## config.mk

```make
export PLATFORM = sky130hd
export DESIGN_NAME = pkc_fifo
export DESIGN_NICKNAME = d
export VERILOG_FILES = /design/src/rtl/pkc_pkg.sv /design/src/rtl/pkc_fifo.sv
export SDC_FILE = /design/constraint.sdc
export NUM_CORES = 1
export LEC_CHECK = 0
export BUFFER_PORTS_ARGS = -buffer_cell sky130_fd_sc_hd__buf_2
export CAP_MARGIN = 30
export CORE_ASPECT_RATIO = 0.7
export CORE_MARGIN = 5
export CORE_UTILIZATION = 30
export DETAILED_ROUTE_END_ITERATION = 8
export GPL_TIMING_DRIVEN = 0
export PLACE_DENSITY = 0.44
export SYNTH_ARGS = -nofsm -noshare
export SYNTH_HDL_FRONTEND = slang
export SYNTH_SLANG_ARGS = --single-unit
```

## constraint.sdc

```tcl
create_clock -name i_clk -period 6.7 [get_ports i_clk]
set_clock_uncertainty 0.2 [all_clocks]
set_input_delay 0 -clock i_clk [delete_from_list [all_inputs] [get_ports i_clk]]
set_output_delay 0 -clock i_clk [all_outputs]
set_load 0.005 [all_outputs]
```

## src/rtl/pkc_pkg.sv

```systemverilog
// Package for the padded kernel convolution block.
// Field widths, request and register codes, default sizes. No dependencies.
`timescale 1ns / 1ps

package pkc_pkg;

    // default sizes for the top-level parameters
    localparam int MAX_WIDTH_DEF      = 1024;
    localparam int MAX_HEIGHT_DEF     = 1024;
    localparam int MAX_KERNEL_DEF     = 5;
    localparam int COEF_FRAC_BITS_DEF = 12;

    // fixed field widths
    localparam int REQ_W     = 2;
    localparam int CIDX_W    = 5;
    localparam int COEF_W    = 18;
    localparam int PIX_W     = 8;
    localparam int DIM_CFG_W = 11;
    localparam int KER_CFG_W = 3;

    // configuration port
    localparam int APB_ADDR_W = 5;
    localparam int APB_DATA_W = 32;

    localparam int CMD_FIFO_DEPTH = 4;

    localparam logic [PIX_W-1:0] PIX_MAX = 8'd255;

    typedef enum logic [REQ_W-1:0] {
        REQ_COEF  = 2'd0,
        REQ_PIXEL = 2'd1,
        REQ_FLUSH = 2'd2
    } t_req;

    typedef enum logic [2:0] {
        REG_WIDTH  = 3'd0,
        REG_HEIGHT = 3'd1,
        REG_KW     = 3'd2,
        REG_KH     = 3'd3,
        REG_PAD    = 3'd4
    } t_reg_idx;

endpackage

```

## src/rtl/pkc_fifo.sv

```systemverilog
// Small command queue between the front and back parts.
// Depends on pkc_pkg.
`timescale 1ns / 1ps

module pkc_fifo import pkc_pkg::*; #(
    parameter int DATA_W = 8,
    parameter int DEPTH  = CMD_FIFO_DEPTH
) (
    input  logic              i_clk,
    input  logic              i_rst_n,
    input  logic              i_push,
    input  logic [DATA_W-1:0] i_data,
    output logic              o_full,
    input  logic              i_pop,
    output logic [DATA_W-1:0] o_data,
    output logic              o_empty
);
    localparam int PTR_W = (DEPTH > 1) ? $clog2(DEPTH) : 1;
    localparam int CNT_W = $clog2(DEPTH + 1);

    logic [DATA_W-1:0] r_data [DEPTH];
    logic [PTR_W-1:0]  r_wr, n_wr, r_rd, n_rd;
    logic [CNT_W-1:0]  r_count, n_count;
    logic              do_push, do_pop;

    always_comb begin
        o_full  = (32'(r_count) == DEPTH);
        o_empty = (r_count == '0);
        o_data  = r_data[r_rd];
        do_push = i_push && !o_full;
        do_pop  = i_pop && !o_empty;
        n_wr    = r_wr;
        n_rd    = r_rd;
        n_count = r_count;
        if (do_push) begin
            n_wr = (32'(r_wr) + 32'd1 == DEPTH) ? '0 : r_wr + PTR_W'(1);
        end
        if (do_pop) begin
            n_rd = (32'(r_rd) + 32'd1 == DEPTH) ? '0 : r_rd + PTR_W'(1);
        end
        if (do_push && !do_pop) begin
            n_count = r_count + CNT_W'(1);
        end else if (do_pop && !do_push) begin
            n_count = r_count - CNT_W'(1);
        end
    end

    always_ff @(posedge i_clk) begin
        if (!i_rst_n) begin
            r_wr    <= '0;
            r_rd    <= '0;
            r_count <= '0;
        end else begin
            r_wr    <= n_wr;
            r_rd    <= n_rd;
            r_count <= n_count;
        end
    end

    always_ff @(posedge i_clk) begin
        if (do_push) begin
            r_data[r_wr] <= i_data;
        end
    end

endmodule

```

* Word level (Yosys, flattened, before mapping)
Memories as Yosys holds them, arrays and structs flattened. A register that Yosys moved wholly into a read port is not among the register bits.
Cells that the tools add are included.
** Storage, ports and cells
- Memories kept :: 1
- RAM bits :: 32
- Logic and storage cells :: 31
- Register bits :: 7
- Output and inout bits :: 10
- Bits of input ports :: 12
** Cells by class
- $add $sub $neg :: 6
- Mux-type cells :: 8
- Equal/unequal tests :: 3
- Reduce and logical (&&, ||, !) cells :: 10
** Memory list
- r_data :: words 4, bits a word 8, read ports 1, clocked after Yosys merged registers in 1, wr ports 1, RTL line pkc_fifo.sv:21 : logic [DATA_W-1:0] r_data [DEPTH];
** Operators with widths (number)
- == test 3 bit, second input constant :: 3
- 2-to-1 mux 2 bit :: 4
- adder 2 x 1 -> 3 bit, second input constant :: 2
- 2-to-1 mux 3 bit :: 2
- adder 2 x 1 -> 2 bit, second input constant :: 2
- logical AND 1 bit :: 4
- logical NOT 1 bit :: 4
- adder 3 x 1 -> 3 bit, second input constant :: 1
- logical NOT 3 bit :: 1
- subtractor 3 x 1 -> 3 bit, second input constant :: 1
- 2-to-1 mux 1 bit :: 2
- nonzero test 2 bit :: 1

* Logic depth before layout (Yosys ltp)
Gate-level depths: netlist (run 1).
- Depth after elaboration :: 7
- Depth in mapped cells :: 9
- Gate-level depth less buffers :: 8

* Worst setup path after synthesis (run 1)
OpenSTA, ideal clock, no wires.
- Kind :: register to register
- Start point :: reg r_count[1]
- End point :: reg r_count[2]
- Path buffers :: 0
- Setup slack :: 4.403 ns
- Arrival :: 2.021 ns
- Data required time :: 6.424 ns
- Stages on the path, launching flop included :: 8
- Clock period less this slack :: 2.297 ns
- Setup time :: 0.076 ns
- Cells stage by stage :: dfxtp_1 > o31ai_1 > ha_1 > inv_1 > fa_1 > xor2_1 > or3_1 > a21boi_0
** On the way
- Longest elaborated chain between the ends :: 6
- Elaborated cells between the ends (all ways) :: 15
- Those cells by class :: 2 x add/sub; 1 x eq/ne; 2 x mux; 10 x reduce/logical
** Ends and longest elaborated chain
- from (decl) :: RTL line pkc_fifo.sv:23 : logic [CNT_W-1:0] r_count, n_count;
- from (signal assigned) :: RTL line pkc_fifo.sv:56 : r_count <= n_count;
- branches (longest 6 deep; another with subtractor 3 x 1 -> 3 bit)
Several ways; the timed one is not identified. The select of a mux whose other input is x is not followed.
A chain may end at the register's enable or synchronous reset.

* Worst setup path after layout (run 1)
Ends and elaborated chain as after synthesis.

==> flow_summary_export.csv, run 1 <==
group,metric,value,unit
status,outcome,"completed",
detailed_routing,via_count,876,
yosys,synth-simple-area-share,0.0660,
cts,cts.sinks,41,
cts,cts_resized,0,
yosys,synth_top_family_by_area,"multiplexers",
detailed_routing,avgRoutedWirePerCell,13.9,µm
detailed_routing,ant_nets,0,
floorplanning,boundaryPins,22,
placed_design,dp_hpwl,1910,µm
detailed_routing,drc,0,
placed_design,postPlaceCellArea,1830,µm²
yosys,synthDominantCellAreaShare,0.589,
power_and_ir_drop,power_leakage,0.000752,µW
yosys,syn_nets,112,
cts,cts_tree,"built",
timing,fmax,392,MHz
setup_path,path_max_fanout,5,
timing,fin_crit_sh,0.381,
power_and_ir_drop,ir_drop,0.0968,mV
timing,holdWs,0.264,ns
finish,antennaDiodeCount,0,
detailed_routing,first_iter_violations,50,
floorplanning,start_util,0.310,
floorplanning,dieArea,7030,µm²
setup_path,cp.arrival,2.57,ns
finish,synthToLayoutAreaGrowth,25.9,%
job,maxCapViolations,0,
placed_design,pre_cts_slack,4.12,ns
timing,min_period,2.55,ns
yosys,ys_ff_latch,41,
timing,rsz0062_at_grt,"no",
yosys,synth_seq_area_share,0.700,
setup_path,crit_path_start_kind,"register",
floorplanning,std_cell_rows,22,
yosys,synthesis.area,1630,µm²
finish,final_cell_area,2050,µm²
timing,setup_viol,0,
grt,grt_max_degree,14,
power_and_ir_drop,powerDensity,341,nW/µm²
yosys,synth_area_leader_cell,"edfxtp_1",
yosys,avgSynthCellArea,17.5,µm²
cts,htree_levels,2,
placed_design,gp_congestion,0.638,
yosys,yosys.area_share.adder,0.0583,
floorplanning,core_area,5260,µm²
grt,globalRouteTotalUtil,0.0876,
yosys,synthDistinctLibCells,23,
hold_path,hp-class,"primary input to register",
timing,setup-tns-final,0,ns
detailed_routing,drt-total-wl,2870,µm
grt,grt_pass1_wl,4490,µm
cts,clock_latency,0.28,ns
timing,max_slew_margin,0.600,
grt,overflow,0,
finish,layout.nets,152,
yosys,synthMuxAreaShare,0.129,
cts,cts_buffer_depth,2,
cts,post-cts-setup-buffers,0,
yosys,synth_area_leaders,"edfxtp_1 (59%), dfxtp_1 (11%), mux4_2 (11%)",
timing,worst_slew_pin_slew,0.595,ns
finish,drive_gt1_frac,0.291,
setup_path,critPathRequiredTime,6.72,ns
cts,cts_buffers,5,
yosys,synth_compound_area_frac,0.0184,
timing,drv_slew,0,
grt,antenna_found_initial,0,
detailed_routing,routed_via_density,4.25,
detailed_routing,firstDrtPassIters,2,
floorplanning,die_h,71.7,µm
yosys,yosys_warnings,0,
placed_design,portBuffers,21,
grt,grt_pass1_vias,878,
timing,worst_slack,4.15,ns
setup_path,end_kind,"register",
yosys,synth_xor_area_frac,0.0107,
floorplanning,die_x,98.1,µm
cts,clockRootBuffer,"clkbuf_8",
timing,hold_viol,0,
yosys,netlist_instances,93,
setup_path,critical_path_class,"register to register",
cts,clkSlewWorstSetupHoldPaths,0.08,ns
[report_power, final]
group	internal (µW)	switching [µW]
clock	111	80.3
sequential	313	19.9
combinational	93.0	83.7
total	516	184
[layer usage]
metal,vias up,routed length (µm),track usage
met3,4,133,0.0360
met5,-,0,0
met2,13,1350,0.134
met1,432,1360,0.110
li1,427,-,-
met4,0,35,0.0369
[synthesized netlist by cell type]
cell type,number
clkbuf_1,1
a21boi_0,1
or3_1,1
mux2i_1,3
mux4_2,8
nand3_1,2
and2_1,5
o31ai_1,1
edfxtp_1,32
inv_1,3
nor2b_1,2
xor2_1,1
ha_1,6
o21ai_0,3
xnor2_1,1
nor3_1,1
nor3b_2,1
nand2_1,6
fa_1,1
dfxtp_1,9
nor2_1,2
buf_2,2
buf_1,1
[repair_timing]
| item | CTS | global route |
|---|---|---|
| hold buffers | 12 | 0 |
| hold endpoints to repair | 37 | 0 |
| setup endpoints to repair | 0 | 0 |
[cells by family (layout without fill, tap and decap cells)]
logic type,count (synthesis),count (layout)
AOI/OAI and AO/OA,5,5
xor gates and xnor gates,2,2
adders and majority gates,7,7
buffers and inverters,7,48
DFF,41,41
muxes,11,11
and+or+nand+nor,20,20
[cell usage in the layout (no fill, tap or decap)]
cell type	instances
nor2b_1	2
ha_1	6
fa_1	1
clkinv_2	1
nor3_1	1
nand2_1	6
nor2_1	2
a21boi_0	1
o31ai_1	1
clkbuf_1	2
mux2i_1	3
nand3_1	2
mux4_2	8
and2_1	5
bufinv_16	1
nor3b_2	1
edfxtp_1	32
buf_2	23
dlygate4sd3_1	12
xnor2_1	1
dfxtp_1	9
or3_1	1
buf_1	1
inv_1	3
o21ai_0	3
clkbuf_8	5
xor2_1	1
[area by class of cell]
class | count | area [µm²]
Inverter | 3 | 11.3
Timing Repair Buffer | 33 | 225
Tap cell | 72 | 90.1
Fill cell | 492 | 3200
Sequential cell | 41 | 1140
Clock inverter | 2 | 35.0
Buffer | 4 | 17.5
Multi-Input combinational cell | 45 | 460
Clock buffer | 6 | 72.6
[worst max-delay path, cell delays in order, from the launching register on]
cell and delay (ns):
dfxtp_1 0.38, o31ai_1 0.56, ha_1 0.29, inv_1 0.06, fa_1 0.37, xor2_1 0.18, or3_1 0.30, a21boi_0 0.15
[stage by stage]
stage                util  std cells  power (µW)
finish              0.391        206         700
global route        0.391        206         743
detailed placement  0.347        186         514
CTS                 0.391        206         712
floorplan               -         93         451
global placement    0.347        186         506
[final timing paths]
check / from / endpoint / slack (ns) / cells after the start
min reg2reg: r_wr[0]$_SDFFE_PN0P_ / r_wr[0]$_SDFFE_PN0P_ / 0.32 / 2
max: r_count[1]$_SDFFE_PN0P_ / r_count[2]$_SDFFE_PN0P_ / 4.15 / 7
min: i_data[0] / r_data[3][0]$_DFFE_PP_ / 0.26 / 2
max reg2reg: r_count[1]$_SDFFE_PN0P_ / r_count[2]$_SDFFE_PN0P_ / 4.15 / 7
[registers in the layout, indices dropped and copies added (netlist names), named ones only]
register  cells
r_wr          2
r_count       3
r_rd          2
r_data       32
(Power assumes the default switching activity.)
==> inputs of run 2 (changes only) <==
==> constraint.sdc (replaced) <==
create_clock -name i_clk -period 2.6 [get_ports i_clk]
set_clock_uncertainty 0.2 [all_clocks]
set_input_delay 0 -clock i_clk [delete_from_list [all_inputs] [get_ports i_clk]]
set_output_delay 0 -clock i_clk [all_outputs]
set_load 0.005 [all_outputs]
==> run 2 against run 1 <==
Via count rose by 1.1%; sequential share of layout area fell by 0.14 points; non-clock buffer count did not move; sequential cell count did not move; total power rose to 2.6 times the previous value; global-route usage did not move; die area did not move; largest power group unchanged.
==> flow_summary_export.csv, run 2 (synthesis gave the netlist of run 1 again) <==
group,metric,value,unit
grt,grt_max_degree,14,
grt,overflow,0,
finish,regMostFlops,"r_data",
timing,worst_slack,0.224,ns
finish,fillers,494,
setup_path,end_kind,"register",
detailed_routing,firstDrtPassIters,4,
placed_design,dp_hpwl,1910,µm
cts,htree_levels,2,
finish,regArea,1140,µm²
cts,cts.sinks,41,
setup_path,cpPeakStageDelay,0.41,ns
setup_path,cp.arrival,2.39,ns
power_and_ir_drop,netSwitchingFraction,0.264,
timing,setup-tns-final,0,ns
detailed_routing,ant_nets,0,
detailed_routing,first_iter_violations,36,
grt,grt_pass1_wl,4490,µm
grt,globalRouteTotalUtil,0.0876,
setup_path,critical_path_class,"register to register",
power_and_ir_drop,p_clk_frac,0.272,
setup_path,crit_buf_inv,1,
timing,fin_crit_sh,0.914,
finish,drive_gt1_frac,0.299,
power_and_ir_drop,intPower,1330,µW
timing,fmax,421,MHz
setup_path,slowest_stage,"o31ai_2",
detailed_routing,drt-total-wl,2890,µm
detailed_routing,via_count,886,
cts,cts_tree,"built",
finish,multi_input_area,465,µm²
cts,cts_buffers,5,
floorplanning,boundaryPins,22,
power_and_ir_drop,seqPwrFrac,0.475,
finish,reg_top3,"r_data (32), r_count (3)",
cts,cts_buffer_depth,2,
setup_path,critPathRequiredTime,2.62,ns
setup_path,cp_cell_sequence,"o31ai_2 > ha_1 > inv_1 > fa_1 > xor2_1 > or3_1 > a21boi_0",
finish,antennaDiodeCount,0,
finish,layout_commonest_cell,"edfxtp_1",
finish,final_util,0.391,
timing,max_slew_margin,0.634,
floorplanning,die_x,98.1,µm
finish,synthToLayoutAreaGrowth,26.2,%
power_and_ir_drop,p_switching,479,µW
floorplanning,core_area,5260,µm²
timing,holdWs,0.264,ns
setup_path,path_max_fanout,5,
placed_design,pre_cts_slack,0.0191,ns
setup_path,crit_family,"adder cells",
placed_design,portBuffers,21,
detailed_routing,routed_via_density,4.30,
detailed_routing,drc,0,
finish,largest_reg_flops,32,
cts,clockRootBuffer,"clkbuf_8",
timing,min_period,2.38,ns
power_and_ir_drop,combPwrFrac,0.253,
timing,drv_slew,0,
job,maxCapViolations,0,
power_and_ir_drop,ir_drop,0.249,mV
status,outcome,"completed",
timing,rsz0062_at_grt,"no",
grt,antenna_found_initial,0,
timing,worst_slew_pin_slew,0.548,ns
cts,clock_latency,0.28,ns
floorplanning,start_util,0.310,
finish,final_cell_mix,"edfxtp_1 (32), buf_2 (23), dlygate4sd3_1 (12), dfxtp_1 (9), mux4_2 (8)",
grt,grt_pass1_vias,878,
power_and_ir_drop,finalPower,1810,µW
floorplanning,std_cell_rows,22,
setup_path,crit_path_start_kind,"register",
power_and_ir_drop,power_leakage,0.000751,µW
timing,setup_viol,0,
power_and_ir_drop,powerDensity,880,nW/µm²
finish,layout.nets,152,
timing,hold_viol,0,
detailed_routing,avgRoutedWirePerCell,14.0,µm
cts,clkSlewWorstSetupHoldPaths,0.08,ns
floorplanning,die_h,71.7,µm
placed_design,gp_congestion,0.638,
floorplanning,dieArea,7030,µm²
hold_path,hp-class,"primary input to register",
## run 2: cell counts in the layout (fill, tap and decap cells not counted)
No cell type changed its count.
## run 2: repair_timing
action                     4_1_cts  5_1_grt
setup endpoints to repair        0        1
setup buffers                    0        0
gates resized for setup          0        1
hold buffers                    12        0
hold endpoints to repair        37        0
## run 2: cell type report
type	instances	area share
Buffer	4	0.00851
Clock buffer	6	0.0353
Clock inverter	2	0.0170
Inverter	3	0.00547
Multi-Input combinational cell	45	0.226
Sequential cell	41	0.554
Tap cell	72	0.0438
Timing Repair Buffer	33	0.109
## run 2: worst paths after layout
check | end | cells after the start | start | slack (ns)
worst min-delay path | r_data[3][0]$_DFFE_PP_ | 2 | i_data[0] | 0.26
worst max-delay path | r_count[2]$_SDFFE_PN0P_ | 7 | r_count[1]$_SDFFE_PN0P_ | 0.22
worst min register to register | r_wr[0]$_SDFFE_PN0P_ | 2 | r_wr[0]$_SDFFE_PN0P_ | 0.32
worst max register to register | r_count[2]$_SDFFE_PN0P_ | 7 | r_count[1]$_SDFFE_PN0P_ | 0.22
## run 2: power groups by stage
stage,clock network [µW],logic [µW],registers (µW)
after global placement,0,436,868
after CTS,509,468,858
final,493,458,860
after floorplan,0,304,859
after detailed placement,0,452,872
after global routing,534,515,870
## run 2: per-layer routing
metal  vias up  wire (µm)  part of all wire  GRT usage
met1       440       1390              0.48      0.110
met2        13       1340              0.46      0.134
met4         0         35             0.012     0.0369
met5         -          0                 0          0
li1        429          -                 -          -
met3         4        128             0.044     0.0360
## run 2: per-stage QoR
step                cells  cell area, µm²
CTS                   206            2050
finish                206            2060
detailed placement    186            1830
global route          206            2060
global placement      186            1830
floorplan              93            1630
